### src/hdl/lwm_pkg.sv
// Shared definitions for the LIKE wildcard matcher: request codes, wildcard bytes,
// the default pattern capacity and the control bundle broadcast to the cell row.
// No dependencies.
package lwm_pkg;

	localparam int PATTERN_MAX_DEF = 32;

	localparam logic [1:0] REQ_CLEAR  = 2'd0;
	localparam logic [1:0] REQ_APPEND = 2'd1;
	localparam logic [1:0] REQ_TEXT   = 2'd2;
	localparam logic [1:0] REQ_FINISH = 2'd3;

	localparam logic [7:0] ANY_RUN = 8'h25;
	localparam logic [7:0] ANY_ONE = 8'h5F;

	// Decoded request of the accepted beat, one copy seen by every cell.
	typedef struct packed {
		logic       clear;
		logic       append;     // append that fits; a dropped byte never shows here
		logic       text;
		logic       restart;
		logic [7:0] byte_value;
	} lwm_ctrl_t;

endpackage

### src/hdl/like_wildcard_matcher.sv
// SQL LIKE matcher over a streamed text: a row of lwm_cell instances plus the
// terminal position, request decode and the result register.
// Depends on lwm_pkg and lwm_cell.
//
// Usage: each input beat carries a request in s_tuser and a byte in s_tdata.
// Clear empties the pattern; append adds one pattern byte ('%' matches any run,
// '_' any single byte); text feeds one text byte; finish emits one result beat
// (matched, pattern_overflow) and restarts the text against the same pattern.
// Append and clear also restart the text. Bytes appended beyond PATTERN_MAX are
// dropped and set pattern_overflow until the next clear.
// Throughput is one beat per cycle for every request type: each text byte moves
// all active positions through the whole cell row, the '%' closure
// rippling through the row like a carry. The result of a finish beat appears on
// m_tvalid in the next cycle. A pending result blocks input only while the
// receiver holds m_tready low; s_tready is low exactly then.
// After reset the pattern is empty, the overflow flag clear and no result pending.
module like_wildcard_matcher import lwm_pkg::*; #(
	parameter int PATTERN_MAX = PATTERN_MAX_DEF
) (
	input  logic       clk,
	input  logic       arst_n,
	input  logic       s_tvalid,
	output logic       s_tready,
	input  logic [7:0] s_tdata,   // [7:0] byte_value
	input  logic [1:0] s_tuser,   // [1:0] req_type
	output logic       m_tvalid,
	input  logic       m_tready,
	output logic [7:0] m_tdata    // [0] matched, [1] pattern_overflow, [7:2] zero
);

	lwm_ctrl_t ctrl;
	logic      accept;
	logic      finish;
	logic      full;
	logic      overflow_q;
	logic      term_act_q;
	logic      term_end_q;
	logic      term_closed;
	logic      matched;
	logic      m_tvalid_q;
	logic [1:0] m_bits_q;

	logic [PATTERN_MAX:0]   carry;
	logic [PATTERN_MAX:0]   step;
	logic [PATTERN_MAX:0]   ends;
	logic [PATTERN_MAX-1:0] valids;
	logic [PATTERN_MAX:0]   hits;

	assign s_tready = ~m_tvalid_q | m_tready;
	assign accept   = s_tvalid & s_tready;
	assign full     = term_end_q;

	always_comb begin
		ctrl            = '0;
		ctrl.byte_value = s_tdata;
		finish          = 1'b0;
		if (accept) begin
			unique case (s_tuser)
				REQ_CLEAR: begin
					ctrl.clear   = 1'b1;
					ctrl.restart = 1'b1;
				end
				REQ_APPEND: begin
					ctrl.append  = ~full;
					ctrl.restart = 1'b1;
				end
				REQ_TEXT: begin
					ctrl.text = 1'b1;
				end
				REQ_FINISH: begin
					ctrl.restart = 1'b1;
					finish       = 1'b1;
				end
				default: begin
					ctrl.restart = 1'b1;
				end
			endcase
		end
	end

	assign carry[0] = 1'b0;
	assign step[0]  = 1'b0;

	for (genvar i = 0; i < PATTERN_MAX; i++) begin : g_cell
		lwm_cell #(
			.FIRST (i == 0)
		) u_cell (
			.clk       (clk),
			.arst_n    (arst_n),
			.ctrl      (ctrl),
			.carry_in  (carry[i]),
			.step_in   (step[i]),
			.end_in    ((i == 0) ? 1'b0 : ends[(i == 0) ? 0 : i - 1]),
			.carry_out (carry[i+1]),
			.step_out  (step[i+1]),
			.end_out   (ends[i]),
			.valid_out (valids[i]),
			.hit       (hits[i])
		);
	end

	// Terminal position: the whole pattern consumed, no byte of its own.
	assign term_closed         = term_act_q | carry[PATTERN_MAX];
	assign ends[PATTERN_MAX]   = term_end_q;
	assign hits[PATTERN_MAX]   = term_closed & term_end_q;
	assign matched             = |hits;

	always_ff @(posedge clk or negedge arst_n) begin
		if (!arst_n) begin
			term_act_q <= 1'b0;
			term_end_q <= 1'b0;
			overflow_q <= 1'b0;
		end else begin
			if (ctrl.clear) begin
				term_end_q <= 1'b0;
			end else if (ctrl.append) begin
				term_end_q <= ends[PATTERN_MAX-1];
			end
			if (ctrl.restart) begin
				term_act_q <= 1'b0;
			end else if (ctrl.text) begin
				term_act_q <= step[PATTERN_MAX];
			end
			if (ctrl.clear) begin
				overflow_q <= 1'b0;
			end else if (accept && s_tuser == REQ_APPEND && full) begin
				overflow_q <= 1'b1;
			end
		end
	end

	always_ff @(posedge clk or negedge arst_n) begin
		if (!arst_n) begin
			m_tvalid_q <= 1'b0;
		end else if (finish) begin
			m_tvalid_q <= 1'b1;
		end else if (m_tready) begin
			m_tvalid_q <= 1'b0;
		end
	end

	always_ff @(posedge clk) begin
		if (finish) begin
			m_bits_q <= {overflow_q, matched};
		end
	end

	assign m_tvalid = m_tvalid_q;
	assign m_tdata  = {6'd0, m_bits_q};

	// The end marker sits at exactly one position at all times.
	a_end_onehot: assert property (@(posedge clk) disable iff (!arst_n)
		$onehot(ends))
		else $error("pattern end marker is not one-hot");

	a_clear_empties: assert property (@(posedge clk) disable iff (!arst_n)
		ctrl.clear |=> (valids == '0) && ends[0] && !overflow_q)
		else $error("clear left pattern bytes or overflow behind");

	a_finish_result: assert property (@(posedge clk) disable iff (!arst_n)
		finish |=> m_tvalid_q)
		else $error("finish beat produced no result");

	a_overflow_when_full: assert property (@(posedge clk) disable iff (!arst_n)
		$rose(overflow_q) |-> $past(full))
		else $error("overflow flagged while the pattern store had room");

	a_no_write_when_full: assert property (@(posedge clk) disable iff (!arst_n)
		full |-> !ctrl.append)
		else $error("pattern byte written past capacity");

endmodule

### src/hdl/lwm_cell.sv
// One pattern position of the LIKE matcher: pattern byte, length marker bits and
// the active bit of the position, chained to its neighbors. Depends on lwm_pkg.
module lwm_cell import lwm_pkg::*; #(
	parameter bit FIRST = 1'b0
) (
	input  logic      clk,
	input  logic      arst_n,
	input  lwm_ctrl_t ctrl,
	input  logic      carry_in,   // previous position reached and it is a '%'
	input  logic      step_in,    // previous position consumed the text byte
	input  logic      end_in,     // previous position holds the end marker
	output logic      carry_out,
	output logic      step_out,
	output logic      end_out,
	output logic      valid_out,
	output logic      hit
);

	logic [7:0] pat_q;
	logic       valid_q;
	logic       end_q;
	logic       act_q;
	logic       closed;
	logic       is_run;

	assign is_run    = (pat_q == ANY_RUN);
	assign closed    = act_q | carry_in;
	assign carry_out = closed & valid_q & is_run;
	assign step_out  = closed & valid_q & ~is_run &
		((pat_q == ctrl.byte_value) | (pat_q == ANY_ONE));
	assign end_out   = end_q;
	assign valid_out = valid_q;
	assign hit       = closed & end_q;

	always_ff @(posedge clk) begin
		if (ctrl.append && end_q) begin
			pat_q <= ctrl.byte_value;
		end
	end

	always_ff @(posedge clk or negedge arst_n) begin
		if (!arst_n) begin
			valid_q <= 1'b0;
			end_q   <= FIRST;
			act_q   <= FIRST;
		end else begin
			if (ctrl.clear) begin
				valid_q <= 1'b0;
				end_q   <= FIRST;
			end else if (ctrl.append) begin
				// The end marker moves one position up as the byte lands here.
				if (end_q) begin
					valid_q <= 1'b1;
				end
				end_q <= end_in;
			end
			if (ctrl.restart) begin
				act_q <= FIRST;
			end else if (ctrl.text) begin
				act_q <= step_in | carry_out;
			end
		end
	end

endmodule

### config.mk
export PLATFORM = sky130hd
export DESIGN_NAME = like_wildcard_matcher
export DESIGN_NICKNAME = d
export VERILOG_FILES = /design/src/hdl/lwm_pkg.sv /design/src/hdl/like_wildcard_matcher.sv /design/src/hdl/lwm_cell.sv
export SDC_FILE = /design/constraint.sdc
export NUM_CORES = 1
export LEC_CHECK = 0
export BUFFER_PORTS_ARGS = -buffer_cell sky130_fd_sc_hd__buf_2
export CAP_MARGIN = 40
export CORE_AREA = 4 4 150 188
export DETAILED_ROUTE_END_ITERATION = 8
export DIE_AREA = 0 0 154 192
export MAX_ROUTING_LAYER = met4
export PLACE_DENSITY = 0.84
export SYNTH_ARGS = -nofsm -noshare
export SYNTH_HDL_FRONTEND = slang
export SYNTH_HIERARCHICAL = 1
export SYNTH_SLANG_ARGS = --single-unit
### constraint.sdc
create_clock -name clk -period 21 [get_ports clk]
set_clock_uncertainty 0.05 [all_clocks]
set_input_delay 1.05 -clock clk [delete_from_list [all_inputs] [get_ports clk]]
set_output_delay 1.05 -clock clk [all_outputs]
set_load 0.02 [all_outputs]
== After elaboration in Yosys (flattened, before gate mapping) ==
Index checks and enable logic that the tools add are counted.
Storage, ports and cells
  output and inout bits: 10
  bits in registers: 358
  logic and storage cells: 868
Cells by class
  reduce and logical (&&, ||, !) cells: 105
  mux-type cells: 239
  equal/unequal tests: 99
  bitwise logic cells: 292
Operators with widths (number)
  equality test 8 x 6 -> 1 bit, second input constant: 32
  equality test 8 x 7 -> 1 bit, second input constant: 32
  equality test 8 bit: 32
  2-to-1 mux 1 bit: 238
  bitwise AND 1 bit: 162
  OR 1 bit: 96
  nonzero test 2 bit: 36
  AND reduction 2 bit: 32
  logical AND 1 bit: 34
  inverter 1 bit: 34
  OR reduction 33 bit: 1
  equality test 2 bit, second input constant: 2
  2-to-1 mux 4 bit: 1
  OR reduction 3 bit: 1
  equality test 2 x 1 -> 1 bit, second input constant: 1
  logical NOT 2 bit: 1

== Logic depth before layout (Yosys ltp) ==
  depth after elaboration: 98
  gate-level depth with buffers: 68
  mapped depth without buffers: 68

== Hierarchy ==
The synthesis kept the hierarchy.
Modules (own cells, without submodules)
  lwm_cell (g_cell[10].u_cell ...): area an instance 541.8 um2, sequential area each 315.3 um2, cells an instance 41, instances 31
  lwm_cell (g_cell[0].u_cell): area an instance 553.0 um2, sequential area each 317.8 um2, cells an instance 44, instances 1
  like_wildcard_matcher: area an instance 416.6 um2, sequential area each 160.2 um2, cells an instance 44, instances 1

== Worst setup path after synthesis ==
Ideal clock, no wire load.
  path kind: flip-flop to flip-flop
  start point: reg g_cell[0].u_cell.pat_q[1]
  end point: reg m_bits_q[0] (data pin)
  setup slack: 9.640 ns
  stages on the path, launching flop included: 69
  setup time: 0.129 ns
  required time: 20.821 ns
  arrival: 11.182 ns
  cells stage by stage: edfxtp_1 and4bb_2 nand3_1 nor2_1 o21a_1 and4_4 o21a_1 and4_4 o21a_1 and4_4 o21a_1 and4_4 o21a_1 and4_4 o21a_1 and4_4 o21a_1 and4_4 [33 not listed] and4_4 o21a_1 and4_4 o21a_1 and4_4 o21a_1 and4_4 o21a_1 and4_4 o21a_1 and4_4 o21a_1 and4_4 o21a_1 and4_4 o21ai_0 nand3_1 or3_1
Between the ends
  longest elaborated chain between the ends: 98
  elaborated cells on any way between the ends: 129
Ends and longest elaborated chain
  from (decl): RTL line lwm_cell.sv:19  | logic [7:0] pat_q;
  from (signal assigned): RTL line lwm_cell.sv:37  | pat_q <= ctrl.byte_value;
  equality test 8 x 6 -> 1 bit: RTL line lwm_cell.sv:26  | assign is_run = (pat_q == ANY_RUN);
  bitwise AND 1 bit: RTL line lwm_cell.sv:28  | assign carry_out = closed & valid_q & is_run;
  net carry[1]: RTL line like_wildcard_matcher.sv:43  | logic [PATTERN_MAX:0] carry;
  OR 1 bit: RTL line lwm_cell.sv:27  | assign closed = act_q | carry_in;
  bitwise AND 1 bit (2 in a row): RTL line lwm_cell.sv:28
  net carry[2]: RTL line like_wildcard_matcher.sv:43
  OR 1 bit: RTL line lwm_cell.sv:27
  bitwise AND 1 bit (2 in a row): RTL line lwm_cell.sv:28
  net carry[3]: RTL line like_wildcard_matcher.sv:43
  [3 not listed]
  net carry[4]: RTL line like_wildcard_matcher.sv:43
  [3 not listed]
  net carry[5]: RTL line like_wildcard_matcher.sv:43
  [3 not listed]
  net carry[6]: RTL line like_wildcard_matcher.sv:43
  [3 not listed]
  net carry[7]: RTL line like_wildcard_matcher.sv:43
  [3 not listed]
  net carry[8]: RTL line like_wildcard_matcher.sv:43
  [3 not listed]
  net carry[9]: RTL line like_wildcard_matcher.sv:43
  [3 not listed]
  net carry[10]: RTL line like_wildcard_matcher.sv:43
  [3 not listed]
  net carry[11]: RTL line like_wildcard_matcher.sv:43
  [3 not listed]
  net carry[12]: RTL line like_wildcard_matcher.sv:43
  [3 not listed]
  net carry[13]: RTL line like_wildcard_matcher.sv:43
  [3 not listed]
  net carry[14]: RTL line like_wildcard_matcher.sv:43
  [3 not listed]
  net carry[15]: RTL line like_wildcard_matcher.sv:43
  [3 not listed]
  net carry[16]: RTL line like_wildcard_matcher.sv:43
  [3 not listed]
  net carry[17]: RTL line like_wildcard_matcher.sv:43
  [3 not listed]
  net carry[18]: RTL line like_wildcard_matcher.sv:43
  [3 not listed]
  net carry[19]: RTL line like_wildcard_matcher.sv:43
  [3 not listed]
  net carry[20]: RTL line like_wildcard_matcher.sv:43
  [3 not listed]
  net carry[21]: RTL line like_wildcard_matcher.sv:43
  [3 not listed]
  net carry[22]: RTL line like_wildcard_matcher.sv:43
  [3 not listed]
  net carry[23]: RTL line like_wildcard_matcher.sv:43
  [3 not listed]
  net carry[24]: RTL line like_wildcard_matcher.sv:43
  [3 not listed]
  net carry[25]: RTL line like_wildcard_matcher.sv:43
  [3 not listed]
  net carry[26]: RTL line like_wildcard_matcher.sv:43
  [3 not listed]
  net carry[27]: RTL line like_wildcard_matcher.sv:43
  [3 not listed]
  net carry[28]: RTL line like_wildcard_matcher.sv:43
  [3 not listed]
  net carry[29]: RTL line like_wildcard_matcher.sv:43
  [3 not listed]
  net carry[30]: RTL line like_wildcard_matcher.sv:43
  [3 not listed]
  net carry[31]: RTL line like_wildcard_matcher.sv:43
  OR 1 bit: RTL line lwm_cell.sv:27
  bitwise AND 1 bit (2 in a row): RTL line lwm_cell.sv:28
  net carry[32]: RTL line like_wildcard_matcher.sv:43
  OR 1 bit: RTL line like_wildcard_matcher.sv:103  | assign term_closed = term_act_q | carry[PATTERN_MAX];
  bitwise AND 1 bit: RTL line like_wildcard_matcher.sv:105  | assign hits[PATTERN_MAX] = term_closed & term_end_q;
  OR reduction 33 bit: RTL line like_wildcard_matcher.sv:106  | assign matched = |hits;
  net matched: RTL line like_wildcard_matcher.sv:39  | logic matched;
  to (signal assigned): RTL line like_wildcard_matcher.sv:144  | m_bits_q <= {overflow_q, matched};
  to (decl): RTL line like_wildcard_matcher.sv:41  | logic [1:0] m_bits_q;
The timed path passes the listed nets, and every way through them passes these cells.
A chain may end at the register's enable or synchronous reset.

== Final worst setup path ==
Ends and elaborated chain as after synthesis.

==> results.json <==
{
  "status": "complete, no violations",
  "gp_congestion": 0.829,
  "max-slew-margin-rel_pct": 41.4,
  "power_density_nw_per_um2": 75.7,
  "cp_top_family": "simple AND/OR/NAND/NOR gates",
  "ys_ff_latch": 358,
  "worstSetupEndpointType": "flip-flop",
  "area.growth.synth_to_final_pct": 10.7,
  "synth_cell_types": 39,
  "crit_start": "g_cell[0].u_cell/pat_q[1]",
  "place_inst": 1738,
  "clk_latency_ns": 0.51,
  "r2r_slack_ns": 8.49,
  "rsz0062_at_grt": "no",
  "ant_nets": 0,
  "final_cell_mix": "edfxtp_1, xnor2_1, nor2_1, dfrtp_1, nand4_1",
  "drive_above_1_share_pct": 15.4,
  "dp_hpwl_mm": 22.1,
  "synth_adder_area_share_pct": 0,
  "grt_pass1_wl_mm": 59.7,
  "grt_pass1_vias": 11794,
  "synth_warnings": 6,
  "critical_path_arrival_ns": 12.83,
  "antenna_cells": 0,
  "clock_sinks": 358,
  "pre_cts_ws_ns": 8.65,
  "regToRegEndpoint": "m_bits_q[0]",
  "avgViaCountPerCell": 6.13,
  "period_needed_ns": 12.51,
  "yosys.area_share.simple_pct": 23.6,
  "dieHeight_um": 192,
  "finalSetupTns_ns": 0,
  "cts_tree": "done",
  "grt_max_degree": 67,
  "power_leakage_nw": 7.15,
  "setup_ws_ns": 8.49,
  "crit_slowest_cell": "edfxtp_1",
  "finalMaxSlewViolations": 0,
  "crit_fanout": 4,
  "synth_mux_area_share_pct": 1.75,
  "crit_type": "flip-flop to flip-flop",
  "num_rows": 67,
  "postCtsSetupBuffers": 0,
  "synth_xor_xnor_area_share_pct": 12.6,
  "syn_area_um2": 17800,
  "crit_cells": 68,
  "grt_overflow": 0,
  "wl_mm": 36.5,
  "post_synth.cell_area_avg_um2": 13.1,
  "hold_viol": 0,
  "endpoint": "m_bits_q[0]",
  "crit_buf_inv": 0,
  "final_cells": 1800,
  "setup_violations": 0,
  "final_nets": 1443,
  "r2r_cells": 68,
  "ir_drop_v": 0.0000743,
  "holdBufCountCts": 0,
  "cp-start-kind": "flip-flop",
  "synth_top_family_by_area": "simple AND/OR/NAND/NOR gates",
  "synth-compound-area-share_pct": 4.01,
  "cp_slowest_stage_delay_ns": 0.44,
  "clkTransAtPathRegs_ns": 0.06,
  "power.total_w": 0.00149,
  "numCtsBuffers": 34,
  "synth-edff-count": 258,
  "crit_required_ns": 21.32,
  "antenna_found_initial": 0,
  "timing.final.crit_share_pct": 59.6,
  "ctsResizeCount": 0,
  "clk_path_buf_depth": 3,
  "worstReg2RegStart": "g_cell[0].u_cell/pat_q[1]",
  "dr.first_iter.drc_count": 614,
  "layout_commonest_cell": "edfxtp_1",
  "grt_use_total_pct": 25.7,
  "ios": 24,
  "portBuffers": 17,
  "core_um2": 26600,
  "ys_seq_area_share_pct": 57.7,
  "die-area_um2": 29600,
  "hold_path_class": "flip-flop to flip-flop",
  "post_drt_wl_per_cell_um": 20.3,
  "htree_num_levels": 2,
  "fillers": 1654,
  "num_vias": 11042,
  "drv_cap": 0,
  "maxClockFrequency_mhz": 79.9,
  "die_w_um": 154,
  "ys.flop_type": "edfxtp_1",
  "tightest_slew_ns": 0.879,
  "drc": 0,
  "drt_first_pass_iters": 5,
  "synthArstFlopShare_pct": 27.9,
  "cts-root-buf": "clkbuf_16",
  "synth_cells": 1359,
  "fin_util_pct": 74.0,
  "start_util_pct": 66.8
}
==> state kept, by name (all words and copies together) (netlist names) <==
name                     flops
m_tvalid                     1
g_cell.u_cell/act_q         32
g_cell.u_cell/pat_q        256
term_act_q                   1
g_cell.u_cell/valid_out     32
g_cell.u_cell/end_out       32
full                         1
m_bits_q                     2
overflow_q                   1
==> synthesized netlist by cell type (32+ instances only) <==
master    count  area [um2]
and2_1       32         200
xnor2_1     256        2240
o21ai_0      34         170
dfrtp_1      98        2450
o21a_1       64         480
nand3_1      34         170
and4b_1      32         320
nor2b_1      33         206
and3_1       33         206
nand4_1      96         601
edfxtp_1    258        7750
nor2_1      163         612
==> worst register-to-register path, delay by kind of cell, from the launching register on <==
kind,cells,cell delay (ns)
AOI/OAI and AO/OA,32,4.08
DFF,1,0.44
and+or+nand+nor,36,7.77
==> logic make-up after synthesis <==
family,after synthesis
flops,358
other cells,1
compound gates,105
simple gates,599
buf+inv,9
mux,31
xor+xnor,256
==> per-layer routing <==
layer	wire length [um]	track usage [%]
met1	15300	31.3
met2	19200	45.7
met3	1290	2.55
met4	771	7.71
met5	0	-
==> through the flow <==
| stage | hold slack, ns | area [um2] |
|---|---|---|
| floorplan | 0.376 | 17800 |
| global placement | 0.389 | 18400 |
| detailed placement | 0.412 | 18500 |
| CTS | 0.426 | 19700 |
| global route | 0.441 | 19700 |
| finish | 0.430 | 19700 |
==> area by class of cell <==
class                   instances  area [um2]  area share (%)
repair buffers                 30         305            1.55
clock buffers                  49        1060            5.39
flip-flops and latches        358       10300            52.1
multi-input cells            1002        7510            38.2
clock inverters                13        93.8           0.477
inverters                       3        11.3          0.0572
well taps                     345         432            2.19
==> worst min path at each step <==
stage | start | endpoint | slack [ns] | cells past startpoint
finish | overflow_q | m_bits_q[1] | 0.43 | 0
global route | overflow_q | m_bits_q[1] | 0.44 | 0
CTS | overflow_q | m_bits_q[1] | 0.43 | 0
detailed placement | overflow_q | m_bits_q[1] | 0.41 | 0
global placement | overflow_q | m_bits_q[1] | 0.39 | 0
floorplan | overflow_q | m_bits_q[1] | 0.38 | 0
==> report_power, final <==
| part | total [W] | switching (W) | internal [W] |
|---|---|---|---|
| Combinational | 0.0000926 | 0.0000584 | 0.0000342 |
| Sequential | 0.000779 | 0.00000887 | 0.000770 |
| Clock | 0.000618 | 0.000253 | 0.000365 |
Power figures use the tool's default switching activity.
